==> src/rtl/cce_pkg.sv <==
package cce_pkg;

  localparam int MaxVert = 256;
  localparam int VertW   = $clog2(MaxVert);
  localparam int CntW    = VertW + 1;

  typedef enum logic [1:0] {
    REQ_EDGE   = 2'd0,
    REQ_CLEAR  = 2'd1,
    REQ_MOVE   = 2'd2,
    REQ_REMOVE = 2'd3
  } req_e;

  typedef enum logic [1:0] {
    STAT_OK        = 2'd0,
    STAT_NO_CAND   = 2'd1,
    STAT_OFFSET    = 2'd2,
    STAT_BAD_VERT  = 2'd3
  } stat_e;

  typedef struct packed {
    req_e             req_type;
    logic [VertW-1:0] vertex_a;
    logic [VertW-1:0] vertex_b;
    logic [VertW-1:0] pick_offset;
  } req_t;

  typedef struct packed {
    stat_e            status;
    logic [VertW-1:0] vertex_out;
    logic [CntW-1:0]  clique_size;
    logic [CntW-1:0]  candidate_end;
  } res_t;

  typedef enum logic [4:0] {
    OP_NONE,
    OP_SWEEP,
    OP_CAPTURE,
    OP_CHECK,
    OP_EDGE_RDA,
    OP_EDGE_WRA,
    OP_EDGE_RDB,
    OP_EDGE_WRB,
    OP_MOVE_RD,
    OP_MOVE_GET,
    OP_REM_RD,
    OP_REM_CHK,
    OP_ROW_RD,
    OP_ROW_GET,
    OP_SCAN,
    OP_DEC,
    OP_PLACE2,
    OP_FIN,
    OP_FIN_W1,
    OP_FIN_W2
  } dp_op_e;

  typedef struct packed {
    dp_op_e op;
    logic   clr_adj;
  } dp_cmd_t;

  typedef struct packed {
    req_e req_type;
    logic chk_fail;
    logic rem_bad;
    logic scan_end;
    logic skip;
    logic move;
    logic sweep_done;
  } dp_stat_t;

  typedef enum logic [4:0] {
    S_INIT,
    S_IDLE,
    S_CHECK,
    S_CLEAR,
    S_E_RDA,
    S_E_WRA,
    S_E_RDB,
    S_E_WRB,
    S_M_RD,
    S_M_GET,
    S_R_RD,
    S_R_CHK,
    S_ROW_RD,
    S_ROW_GET,
    S_SCAN,
    S_DEC,
    S_PLACE2,
    S_FIN,
    S_FIN_W1,
    S_FIN_W2,
    S_DONE
  } ctrl_state_e;

endpackage

==> src/rtl/cce_ctrl.sv <==
module cce_ctrl import cce_pkg::*; (
  input  logic     clk_i,
  input  logic     rst_ni,
  input  logic     start_i,
  input  dp_stat_t stat_i,
  output dp_cmd_t  cmd_o,
  output logic     busy_o,
  output logic     done_o
);

  ctrl_state_e state_q, state_d;

  always_ff @(posedge clk_i or negedge rst_ni) begin
    if (!rst_ni) begin
      state_q <= S_INIT;
    end else begin
      state_q <= state_d;
    end
  end

  always_comb begin
    state_d       = state_q;
    cmd_o.op      = OP_NONE;
    cmd_o.clr_adj = 1'b0;
    busy_o        = 1'b1;
    done_o        = 1'b0;
    case (state_q)
      S_INIT: begin
        cmd_o.op      = OP_SWEEP;
        cmd_o.clr_adj = 1'b1;
        if (stat_i.sweep_done) state_d = S_IDLE;
      end
      S_IDLE: begin
        busy_o = 1'b0;
        if (start_i) begin
          cmd_o.op = OP_CAPTURE;
          state_d  = S_CHECK;
        end
      end
      S_CHECK: begin
        cmd_o.op = OP_CHECK;
        if (stat_i.chk_fail) begin
          state_d = S_DONE;
        end else begin
          case (stat_i.req_type)
            REQ_EDGE:  state_d = S_E_RDA;
            REQ_CLEAR: state_d = S_CLEAR;
            REQ_MOVE:  state_d = S_M_RD;
            default:   state_d = S_R_RD;
          endcase
        end
      end
      S_CLEAR: begin
        cmd_o.op = OP_SWEEP;
        if (stat_i.sweep_done) state_d = S_DONE;
      end
      S_E_RDA: begin
        cmd_o.op = OP_EDGE_RDA;
        state_d  = S_E_WRA;
      end
      S_E_WRA: begin
        cmd_o.op = OP_EDGE_WRA;
        state_d  = S_E_RDB;
      end
      S_E_RDB: begin
        cmd_o.op = OP_EDGE_RDB;
        state_d  = S_E_WRB;
      end
      S_E_WRB: begin
        cmd_o.op = OP_EDGE_WRB;
        state_d  = S_DONE;
      end
      S_M_RD: begin
        cmd_o.op = OP_MOVE_RD;
        state_d  = S_M_GET;
      end
      S_M_GET: begin
        cmd_o.op = OP_MOVE_GET;
        state_d  = S_ROW_RD;
      end
      S_R_RD: begin
        cmd_o.op = OP_REM_RD;
        state_d  = S_R_CHK;
      end
      S_R_CHK: begin
        cmd_o.op = OP_REM_CHK;
        state_d  = stat_i.rem_bad ? S_DONE : S_ROW_RD;
      end
      S_ROW_RD: begin
        cmd_o.op = OP_ROW_RD;
        state_d  = S_ROW_GET;
      end
      S_ROW_GET: begin
        cmd_o.op = OP_ROW_GET;
        state_d  = S_SCAN;
      end
      S_SCAN: begin
        cmd_o.op = OP_SCAN;
        if (stat_i.scan_end) begin
          state_d = S_FIN;
        end else if (!stat_i.skip) begin
          state_d = S_DEC;
        end
      end
      S_DEC: begin
        cmd_o.op = OP_DEC;
        state_d  = stat_i.move ? S_PLACE2 : S_SCAN;
      end
      S_PLACE2: begin
        cmd_o.op = OP_PLACE2;
        state_d  = S_SCAN;
      end
      S_FIN: begin
        cmd_o.op = OP_FIN;
        state_d  = S_FIN_W1;
      end
      S_FIN_W1: begin
        cmd_o.op = OP_FIN_W1;
        state_d  = S_FIN_W2;
      end
      S_FIN_W2: begin
        cmd_o.op = OP_FIN_W2;
        state_d  = S_DONE;
      end
      S_DONE: begin
        done_o  = 1'b1;
        state_d = S_IDLE;
      end
      default: state_d = S_IDLE;
    endcase
  end

endmodule

==> config.mk <==
export PLATFORM = sky130hd
export DESIGN_NAME = cce_ctrl
export DESIGN_NICKNAME = d
export VERILOG_FILES = /design/src/rtl/cce_pkg.sv /design/src/rtl/cce_ctrl.sv
export SDC_FILE = /design/constraint.sdc
export NUM_CORES = 1
export LEC_CHECK = 0
export BUFFER_PORTS_ARGS = -buffer_cell sky130_fd_sc_hd__buf_2
export CAP_MARGIN = 30
export CORE_MARGIN = 2
export CORE_UTILIZATION = 44
export CTS_BUF_LIST = sky130_fd_sc_hd__clkbuf_16
export DETAILED_ROUTE_END_ITERATION = 10
export HOLD_SLACK_MARGIN = 0.12
export PLACE_DENSITY = 0.72
export SETUP_SLACK_MARGIN = 0.1
export SLEW_MARGIN = 20
export SYNTH_ARGS = -nofsm -noshare
export SYNTH_HDL_FRONTEND = slang
export SYNTH_SLANG_ARGS = --single-unit
==> constraint.sdc <==
create_clock -name clk_i -period 1.5 [get_ports clk_i]
set_input_delay 0.075 -clock clk_i [delete_from_list [all_inputs] [get_ports clk_i]]
set_output_delay 0.075 -clock clk_i [all_outputs]
set_load 0.01 [all_outputs]
==> results of run 1 <==
==> critical path: stages, from the launching register on <==
cell and delay [ns]:
dfrtp_1 0.38, or3_4 0.44, or2_1 0.23, o211a_1 0.11
buf_2 0.13
==> power by group <==
| part | internal [uW] | switching (uW) |
|---|---|---|
| Combinational | 1040 | 1020 |
| Clock | 345 | 89.2 |
| Sequential | 207 | 76.0 |
| Total | 1590 | 1180 |
==> cell type report <==
| class | count | area [um2] |
|---|---|---|
| Inverter | 3 | 11.3 |
| Tap cell | 15 | 18.8 |
| Timing Repair Buffer | 44 | 323 |
| Multi-Input combinational cell | 70 | 562 |
| Clock inverter | 1 | 3.75 |
| Sequential cell | 5 | 125 |
| Clock buffer | 3 | 75.1 |
| Fill cell | 71 | 215 |
==> what timing repair did <==
action                                  4_1_cts  5_1_grt
resized for setup                            20        3
hold buffers                                  2        0
endpoints found under the hold margin         6        0
buffers inserted                              9        3
pin swaps                                     8        1
endpoints found under the setup margin        9       11
==> cell usage after synthesis (2+ instances only) <==
cell type / number
nand2_1: 6
a21o_1: 3
and2b_1: 2
inv_1: 3
o21ai_0: 2
buf_2: 3
nand3b_1: 3
nor2_1: 8
nor3b_1: 2
nand2b_1: 3
dfrtp_1: 5
a21oi_1: 5
clkbuf_1: 3
nor3_1: 4
o211a_1: 2
or2_1: 2
a31oi_1: 2
o21a_1: 2
nor2b_1: 3
nor4_1: 2
==> per-stage QoR <==
step	utilization (%)	setup slack [ns]	cells	TNS, ns	total power [uW]
floorplan	-	0.0815	84	0	1310
global placement	62.9	0.0190	125	0	1820
detailed placement	62.9	-0.0250	125	-0.0284	1840
CTS	80.9	-0.105	138	-0.128	2630
global route	83.9	-0.137	141	-0.530	2950
finish	83.9	-0.0984	141	-0.145	2780
==> logic make-up (layout without fill, tap and decap cells) <==
family	Yosys count	after routing
AND/OR/NAND/NOR	42	42
AO/OA/AOI/OAI	28	28
buffers and inverters	9	51
flip-flops	5	5
==> per-layer routing <==
metal,vias up,routed length (um)
li1,400,-
met1,396,964
met2,46,1040
met3,5,130
met4,0,44
met5,-,0
==> worst min-delay path by stage <==
stage,startpoint,to,depth (start not counted)
after floorplan,rst_ni,state_q[0],0
after global placement,rst_ni,state_q[1],1
after detailed placement,rst_ni,state_q[4],1
after CTS,stat_i[0],state_q[0],3
final,stat_i[0],state_q[0],3
after global routing,stat_i[0],state_q[0],3
==> flow_summary_export.csv, run 1 <==
group,metric,value,unit
power,p_leak,0.000516,uW
clock_tree,cts-root-buf,"clkbuf_16",
clock_tree,cts_buffer_depth,2,
yosys,synth_top_family_by_area,"simple AND/OR/NAND/NOR gates",
route,vias,847,
route,ant_nets,0,
floorplanning,start_util,47.9,%
yosys,ys_types,39,
route,drt_first_pass_iters,4,
status,violations,"setup timing",
sta,period_share,107,%
yosys,yosys.area_share.simple,38.4,%
worst_setup_path,crit_fanout,4,
worst_setup_path,start_kind,"flip-flop",
yosys,netlist_area,639,um2
sta,finClkSkew,0.00308,ns
sta,finalSetupViolCount,3,
route,wire_per_inst,15.5,um
yosys,syn-num-nets,95,
worst_setup_path,endpoint_kind,"output pin",
yosys,synthAdderAreaFrac,0,%
clock_tree,cts.sinks,5,
global_route,top_usage_layer,"met2",
global_route,use_met3,1.72,%
global_route,grt_pass1_wl,3.61,mm
worst_setup_path,arrival,1.52,ns
sta,whs,0.129,ns
clock_tree,numCtsBuffers,3,
layout,largest_registers,"state_q x5",
floorplanning,top_level_ports,19,
global_route,grtUsageMet2,41.9,%
global_route,overflow,0,
floorplanning,design.core.area,0.00133,mm2
place,dpl.hpwl,1.42,mm
layout,largest-register,"state_q",
layout,largest_register_ffs,5,
layout,mostFrequentLayoutCells,"18 x buf_4, 17 x buf_2, 7 x nor2_1",
yosys,synth_seq_cells,5,
run,drv_cap,0,
sta,rsz0062_at_grt,"yes",
route,drc,0,
yosys,synth_compound_area_share,36.2,%
worst_setup_path,required,1.42,ns
worst_setup_path,rr_worst_depth,5,
sta,max_freq,626,MHz
route,viasPerCell,6.01,
layout,final_common_cell,"buf_4",
yosys,synth_edf_count,0,
worst_setup_path,crit_start,"state_q[3]",
place,placed_cell_area,838,um2
floorplanning,num_rows,13,
layout,num_antenna_cells,0,
place,io_buffers,18,
clock_tree,clk_pin_slew,0.03,ns
sta,hold_viol_final,0,
layout,final_nets,138,
layout,design_area,0.00112,mm2
worst_setup_path,regToRegStartpoint,"state_q[4]",
sta,fin_ws,-0.0984,ns
route,drt_iter0_drc,26,
yosys,ys_warn_count,0,
layout,layout-drive-gt1-share,49.2,%
clock_tree,clkLatencyLatePin,0.23,ns
layout,areaGrowthSynthToFinish,75.0,%
sta,tightest_slew,0.359,ns
status,status,"finished, violations left",
yosys,async_reset_ff_share,100,%
worst_setup_path,ff2ff_setup_slack,-0.03,ns
yosys,avgSynthCellArea,7.61,um2
yosys,syn_inst,84,
global_route,antenna_found_initial,0,
power,ir_drop,1660,uV
place,gp_congestion,0.851,
global_route,grt_use_total,26.6,%
yosys,yosys.area_share.xor_xnor,0,%
floorplanning,die_h,42.1,um
yosys,seq_area_frac_synth,19.6,%
min_path,hold_path.class,"input pin to flip-flop",
power,power_density,2480,mW/mm2
sta,max_slew_margin,76.0,%
global_route,grt_pass1_vias,757,
worst_setup_path,path_class,"flip-flop to output pin",
worst_setup_path,r2r-end,"state_q[0]",
sta,min_period,1.60,ns
yosys,synthMuxAreaShare,0,%
sta,finalMaxSlewViolations,0,
yosys,netlist.area_leader.share,19.6,%
clock_tree,cts_tree,"done",
yosys,synth.area.top_cells,"dfrtp_1 20%, nor2_1 4.7%, a2111oi_4 4.3%",
floorplanning,die-area,0.00177,mm2
global_route,grt_max_degree,15,
global_route,globalRouteMet1Util,37.4,%
floorplanning,die_w,42.1,um
route,wl,2.18,mm
clock_tree,htree_levels,1,
yosys,synth_top_area_cell,"dfrtp_1",
worst_setup_path,critPathCapture,"cmd_o[1]",
yosys,synthFlopType,"dfrtp_1",
(Power assumes the default switching activity.)
==> inputs of run 2 (changes only) <==
TNS_END_PERCENT = 20   (was unset)
==> flow_summary_export.csv, run 2 (synthesized netlist as in run 1, its figures left out) <==
group,metric,value,unit
layout,stdcell_count,136,
layout,areaGrowthSynthToFinish,60.7,%
worst_setup_path,crit_fanout,4,
sta,max_freq,614,MHz
place,pre_cts_slack,-0.0703,ns
route,vias,830,
layout,largest_registers,"state_q x5",
layout,layout-drive-gt1-share,45.5,%
place,dp.cells,126,
sta,finClkSkew,0.000494,ns
global_route,grt_pass1_vias,764,
sta,finalSetupViolCount,6,
worst_setup_path,path_cells,"or3_4 > or2_1 > o211a_1 > buf_2",
sta,tightest_slew,0.395,ns
sta,fin_ws,-0.129,ns
sta,rsz0062_at_grt,"yes",
layout,largest_register_ffs,5,
clock_tree,numCtsBuffers,3,
clock_tree,clkLatencyLatePin,0.23,ns
status,status,"finished, violations left",
sta,whs,0.188,ns
clock_tree,clk_pin_slew,0.03,ns
worst_setup_path,rr_worst_depth,4,
worst_setup_path,regToRegStartpoint,"state_q[4]",
worst_setup_path,cp_slowest_cell,"or3_4",
route,viasPerCell,6.10,
clock_tree,cts.sinks,5,
run,drv_cap,0,
global_route,grt_max_degree,11,
worst_setup_path,path_class,"flip-flop to output pin",
place,placed_cell_area,846,um2
floorplanning,design.core.area,0.00133,mm2
place,gp_congestion,0.908,
clock_tree,htree_levels,1,
min_path,hold_path.class,"input pin to asynchronous set/reset pin",
layout,design_area,0.00103,mm2
floorplanning,num_rows,13,
worst_setup_path,required,1.42,ns
sta,max_slew_margin,73.7,%
floorplanning,top_level_ports,19,
sta,min_period,1.63,ns
power,power_density,2500,mW/mm2
layout,multi_input_area,533,um2
sta,period_share,109,%
layout,mostFrequentLayoutCells,"18 x buf_2, 17 x buf_4, 7 x nor2_1",
layout,largest-register,"state_q",
global_route,antenna_found_initial,0,
place,io_buffers,18,
worst_setup_path,start_kind,"flip-flop",
power,p_leak,0.000478,uW
floorplanning,die_h,42.1,um
route,drc,0,
layout,num_antenna_cells,0,
sta,finalMaxSlewViolations,0,
status,violations,"setup timing",
global_route,overflow,0,
route,drt_first_pass_iters,4,
sta,hold_viol_final,0,
route,drt_iter0_drc,35,
clock_tree,cts_tree,"done",
worst_setup_path,ff2ff_setup_slack,-0.08,ns
floorplanning,die-area,0.00177,mm2
worst_setup_path,slowest_delay,0.43,ns
place,dpl.hpwl,1.64,mm
layout,regArea,126,um2
worst_setup_path,arrival,1.55,ns
floorplanning,die_w,42.1,um
clock_tree,cts_buffer_depth,2,
worst_setup_path,r2r-end,"state_q[0]",
layout,final_common_cell,"buf_2",
power,ir_drop,1470,uV
worst_setup_path,endpoint_kind,"output pin",
floorplanning,start_util,47.9,%
layout,nFillCells,107,
global_route,grt_pass1_wl,3.48,mm
global_route,grt_use_total,26.2,%
route,wl,2.25,mm
route,wire_per_inst,16.6,um
layout,final_nets,133,
clock_tree,cts-root-buf,"clkbuf_16",
route,ant_nets,0,
==> run 2: power breakdown <==
part | switching [uW] | internal [uW] | total [uW]
Combinational | 942 | 878 | 1820
Clock | 92.6 | 346 | 438
Sequential | 96.5 | 210 | 306
Total | 1130 | 1430 | 2560
==> run 2: how the worst max path moves through the flow <==
| stage | start | end | cells past startpoint |
|---|---|---|---|
| floorplan | state_q[3] | state_q[0] | 4 |
| global placement | state_q[4] | state_q[0] | 4 |
| detailed placement | state_q[4] | state_q[0] | 4 |
| CTS | state_q[2] | cmd_o[1] | 4 |
| global route | state_q[2] | cmd_o[1] | 4 |
| finish | state_q[4] | cmd_o[1] | 4 |
==> run 2: per-stage QoR <==
| stage | power, uW | utilization (%) | setup TNS, ns |
|---|---|---|---|
| after detailed placement | 1890 | 63.4 | -0.0841 |
| after global routing | 2700 | 77.0 | -0.716 |
| after global placement | 1830 | 63.4 | -0.0242 |
| after CTS | 2500 | 76.3 | -0.286 |
| final | 2560 | 77.0 | -0.393 |
| after floorplan | 1310 | - | 0 |
==> run 2: timing repair <==
item | in CTS | in global routing
gates resized for setup | 10 | 2
hold buffers | 3 | 0
setup endpoints to repair | 10 | 12
pin swaps | 6 | 0
setup buffers | 2 | 1
endpoints found under the hold margin | 7 | 0
==> run 2: routing by layer <==
metal	GRT usage, %	up-vias	part of all wire [%]
met4	19.4	0	4.2
met1	30.1	377	40
met2	43.8	52	48
li1	-	391	-
met3	3.88	10	6.9
met5	0	-	0
==> run 2: area by class of cell <==
class                   count  share of cell area [%]
multi-input cells          70                    51.9
repair buffers             39                    25.2
flip-flops and latches      5                    12.3
clock buffers               3                    7.31
well taps                  15                    1.83
inverters                   3                    1.10
clock inverters             1                   0.365
==> run 2: critical path: cells and delay by family, from the launching register on <==
family	cells	cell delay (ns)
compound gates	1	0.11
buf+inv	1	0.13
flops	1	0.40
simple gates	2	0.68
==> inputs of run 3 (changes only) <==
--- a/config.mk
+++ b/config.mk
@@ -7,2 +7,3 @@
 export LEC_CHECK = 0
+export ABC_AREA = 1
 export BUFFER_PORTS_ARGS = -buffer_cell sky130_fd_sc_hd__buf_2
@@ -10,3 +11,3 @@
 export CORE_MARGIN = 2
-export CORE_UTILIZATION = 44
+export CORE_UTILIZATION = 47
 export CTS_BUF_LIST = sky130_fd_sc_hd__clkbuf_16
@@ -14,3 +15,3 @@
 export HOLD_SLACK_MARGIN = 0.12
-export PLACE_DENSITY = 0.72
+export PLACE_DENSITY = 0.74
 export SETUP_SLACK_MARGIN = 0.1
==> constraint.sdc (replaced) <==
create_clock -name clk_i -period 1.5 [get_ports clk_i]
set_input_delay 0.15 -clock clk_i [delete_from_list [all_inputs] [get_ports clk_i]]
set_output_delay 0.15 -clock clk_i [all_outputs]
set_load 0.01 [all_outputs]
==> flow_summary_export.csv, run 3 <==
group,metric,value,unit
place,io_buffers,18,
sta,finalSetupViolCount,3,
global_route,grt_pass1_vias,1017,
global_route,overflow,0,
clock_tree,clk_pin_slew,0.03,ns
worst_setup_path,critPathTopFamily,"simple AND/OR/NAND/NOR gates",
sta,rsz0062_at_grt,"yes",
global_route,grt_max_degree,15,
worst_setup_path,path_buf_inv,2,
yosys,avgSynthCellArea,5.62,um2
route,wl,2.83,mm
sta,fin_ws,-0.0776,ns
layout,final_nets,186,
power,ir_drop,913,uV
sta,max_slew_margin,82.1,%
layout,largest_register_ffs,5,
floorplanning,num_rows,14,
layout,mostFrequentLayoutCells,"32 x nand2_1, 18 x nor2_1, 18 x buf_2",
sta,period_share,105,%
yosys,synth_edf_count,0,
floorplanning,design.core.area,0.00154,mm2
layout,nFillCells,115,
floorplanning,die_w,45.1,um
status,status,"finished, violations left",
clock_tree,htree_levels,1,
sta,max_freq,634,MHz
yosys,synth_top_area_cell,"nand2_1",
power,power_density,2220,mW/mm2
min_path,hold_path.class,"input pin to flip-flop",
sta,hold_viol_final,0,
yosys,ys_warn_count,0,
sta,finalMaxSlewViolations,0,
clock_tree,cts-root-buf,"clkbuf_16",
route,wire_per_inst,14.9,um
yosys,async_reset_ff_share,100,%
sta,tightest_slew,0.268,ns
sta,setup_tns,-0.171,ns
yosys,syn-num-nets,152,
worst_setup_path,arrival,1.68,ns
min_path,whs_endpoint,"state_q[4]",
yosys,synthTopCellsByCount,"36 x nand2_1, 20 x nor2_1, 16 x nand3_1, 15 x inv_1, 8 x o21ai_0",
route,drt_first_pass_iters,4,
route,drc,0,
yosys,netlist_area,792,um2
yosys,seq_area_frac_synth,15.8,%
worst_setup_path,r2r-end,"state_q[0]",
yosys,syn_inst,141,
layout,areaGrowthSynthToFinish,48.2,%
place,pre_cts_slack,-0.0100,ns
layout,largest_registers,"state_q x5",
sta,whs,0.263,ns
worst_setup_path,required,1.61,ns
layout,regArea,131,um2
worst_setup_path,regToRegStartpoint,"state_q[1]",
run,drv_cap,0,
yosys,yosysMostFrequentCell,"nand2_1",
layout,largest-register,"state_q",
global_route,grt_pass1_wl,4.37,mm
power,p_leak,0.000667,uW
floorplanning,die-area,0.00203,mm2
route,vias,1060,
sta,finClkSkew,0.00127,ns
worst_setup_path,endpoint_kind,"flip-flop",
worst_setup_path,crit_fanout,6,
global_route,antenna_found_initial,0,
route,viasPerCell,5.58,
yosys,netlist.area_leader.share,17.1,%
worst_setup_path,critPathMostFrequentCell,"nand2_1",
clock_tree,cts.sinks,5,
place,placed_cell_area,875,um2
layout,final_common_cell,"nand2_1",
layout,utilization,76.1,%
layout,multi_input_area,628,um2
route,ant_nets,0,
place,gp_congestion,0.993,
clock_tree,cts_tree,"done",
yosys,synth_seq_cells,5,
clock_tree,numCtsBuffers,3,
min_path,min_from,"stat_i[5]",
yosys,synth.area.top_cells,"nand2_1 17%, dfrtp_1 16%, nand3_1 10%",
status,violations,"setup timing",
clock_tree,clkLatencyLatePin,0.23,ns
route,drt_iter0_drc,45,
clock_tree,cts_buffer_depth,2,
worst_setup_path,start_kind,"flip-flop",
min_path,min_delay_path_depth,3,
worst_setup_path,path_cells,"buf_6 > inv_1 > nand2_1 > nand2_1 > nand3_1 > nand2_1 > nor2_4 > nand3_1 > nor2_1 > nor2_1",
yosys,synthFlopType,"dfrtp_1",
worst_setup_path,path_class,"flip-flop to flip-flop",
yosys,ys_types,21,
global_route,grt_use_total,29.5,%
worst_setup_path,slowest_delay,0.45,ns
sta,min_period,1.58,ns
place,dpl.hpwl,1.77,mm
floorplanning,top_level_ports,19,
floorplanning,die_h,45.1,um
worst_setup_path,cp_slowest_cell,"dfrtp_2",
layout,layout-drive-gt1-share,42.5,%
layout,design_area,0.00117,mm2
floorplanning,start_util,51.4,%
worst_setup_path,ff2ff_setup_slack,-0.08,ns
layout,num_antenna_cells,0,
worst_setup_path,rr_worst_depth,10,
-- run 3: cell count changes in the layout (fill, tap and decap cells not counted), moves of 4 or more --
cell / change
nand2_2: +6
dfrtp_1: -4
nand4_1: +4
inv_1: +11
nand3_2: +4
inv_2: +5
nor2_1: +11
nand3_1: +13
nor2_4: +8
buf_4: -7
buf_6: +4
nand2_1: +26
dfrtp_2: +4
o21ai_1: +4
-- run 3: layout make-up --
class                   count  share of cell area (%)
multi-input cells         110                    53.5
repair buffers             34                    19.7
flip-flops and latches      5                    11.2
inverters                  21                    7.14
clock buffers               3                    6.40
well taps                  16                    1.71
clock inverters             1                   0.320
-- run 3: cells by family after synthesis --
group                  count (synthesis)  synth area share (%)
AND/OR/NAND/NOR                       94                  58.5
AO/OA/AOI/OAI                         16                  10.4
flip-flops                             5                  15.8
buffers and inverters                 26                  15.3
-- run 3: where the power goes --
| group | switching, uW | internal [uW] | total [uW] |
|---|---|---|---|
| sequential | 141 | 212 | 352 |
| combinational | 1100 | 725 | 1820 |
| clock | 92.5 | 346 | 438 |
| total | 1330 | 1280 | 2610 |
-- run 3: worst max-delay path by stage --
stage	startpoint	endpoint	slack, ns	cells after the start
finish	state_q[1]	state_q[0]	-0.08	10
CTS	state_q[1]	cmd_o[2]	-0.004	7
floorplan	state_q[1]	state_q[0]	0.25	9
detailed placement	state_q[1]	state_q[0]	-0.01	9
global route	state_q[1]	state_q[0]	-0.19	10
global placement	state_q[1]	state_q[0]	-0.002	9
-- run 3: worst min-delay path, stage by stage --
cell and delay (ns):
buf_2 0.10, a21oi_1 0.06, a21oi_1 0.13
-- run 3: layer usage --
layer	track usage [%]	up-vias	share of wire, %
li1	-	515	-
met1	35.0	486	40
met2	53.7	51	52
met3	3.60	8	5.4
met4	10.6	0	2.2
met5	0	-	0
-- run 3: timing repair --
| action | CTS | global route |
|---|---|---|
| hold endpoints to repair | 5 | 0 |
| endpoints found under the setup margin | 9 | 9 |
| hold buffers | 1 | 0 |
| pin swaps | 10 | 6 |
| buffers inserted | 10 | 3 |
| resized for setup | 18 | 16 |
-- run 3: metrics by stage --
stage | std cells | total power [uW]
global placement | 172 | 1600
finish | 190 | 2610
global route | 190 | 2790
floorplan | 141 | 1330
CTS | 187 | 2330
detailed placement | 172 | 1620
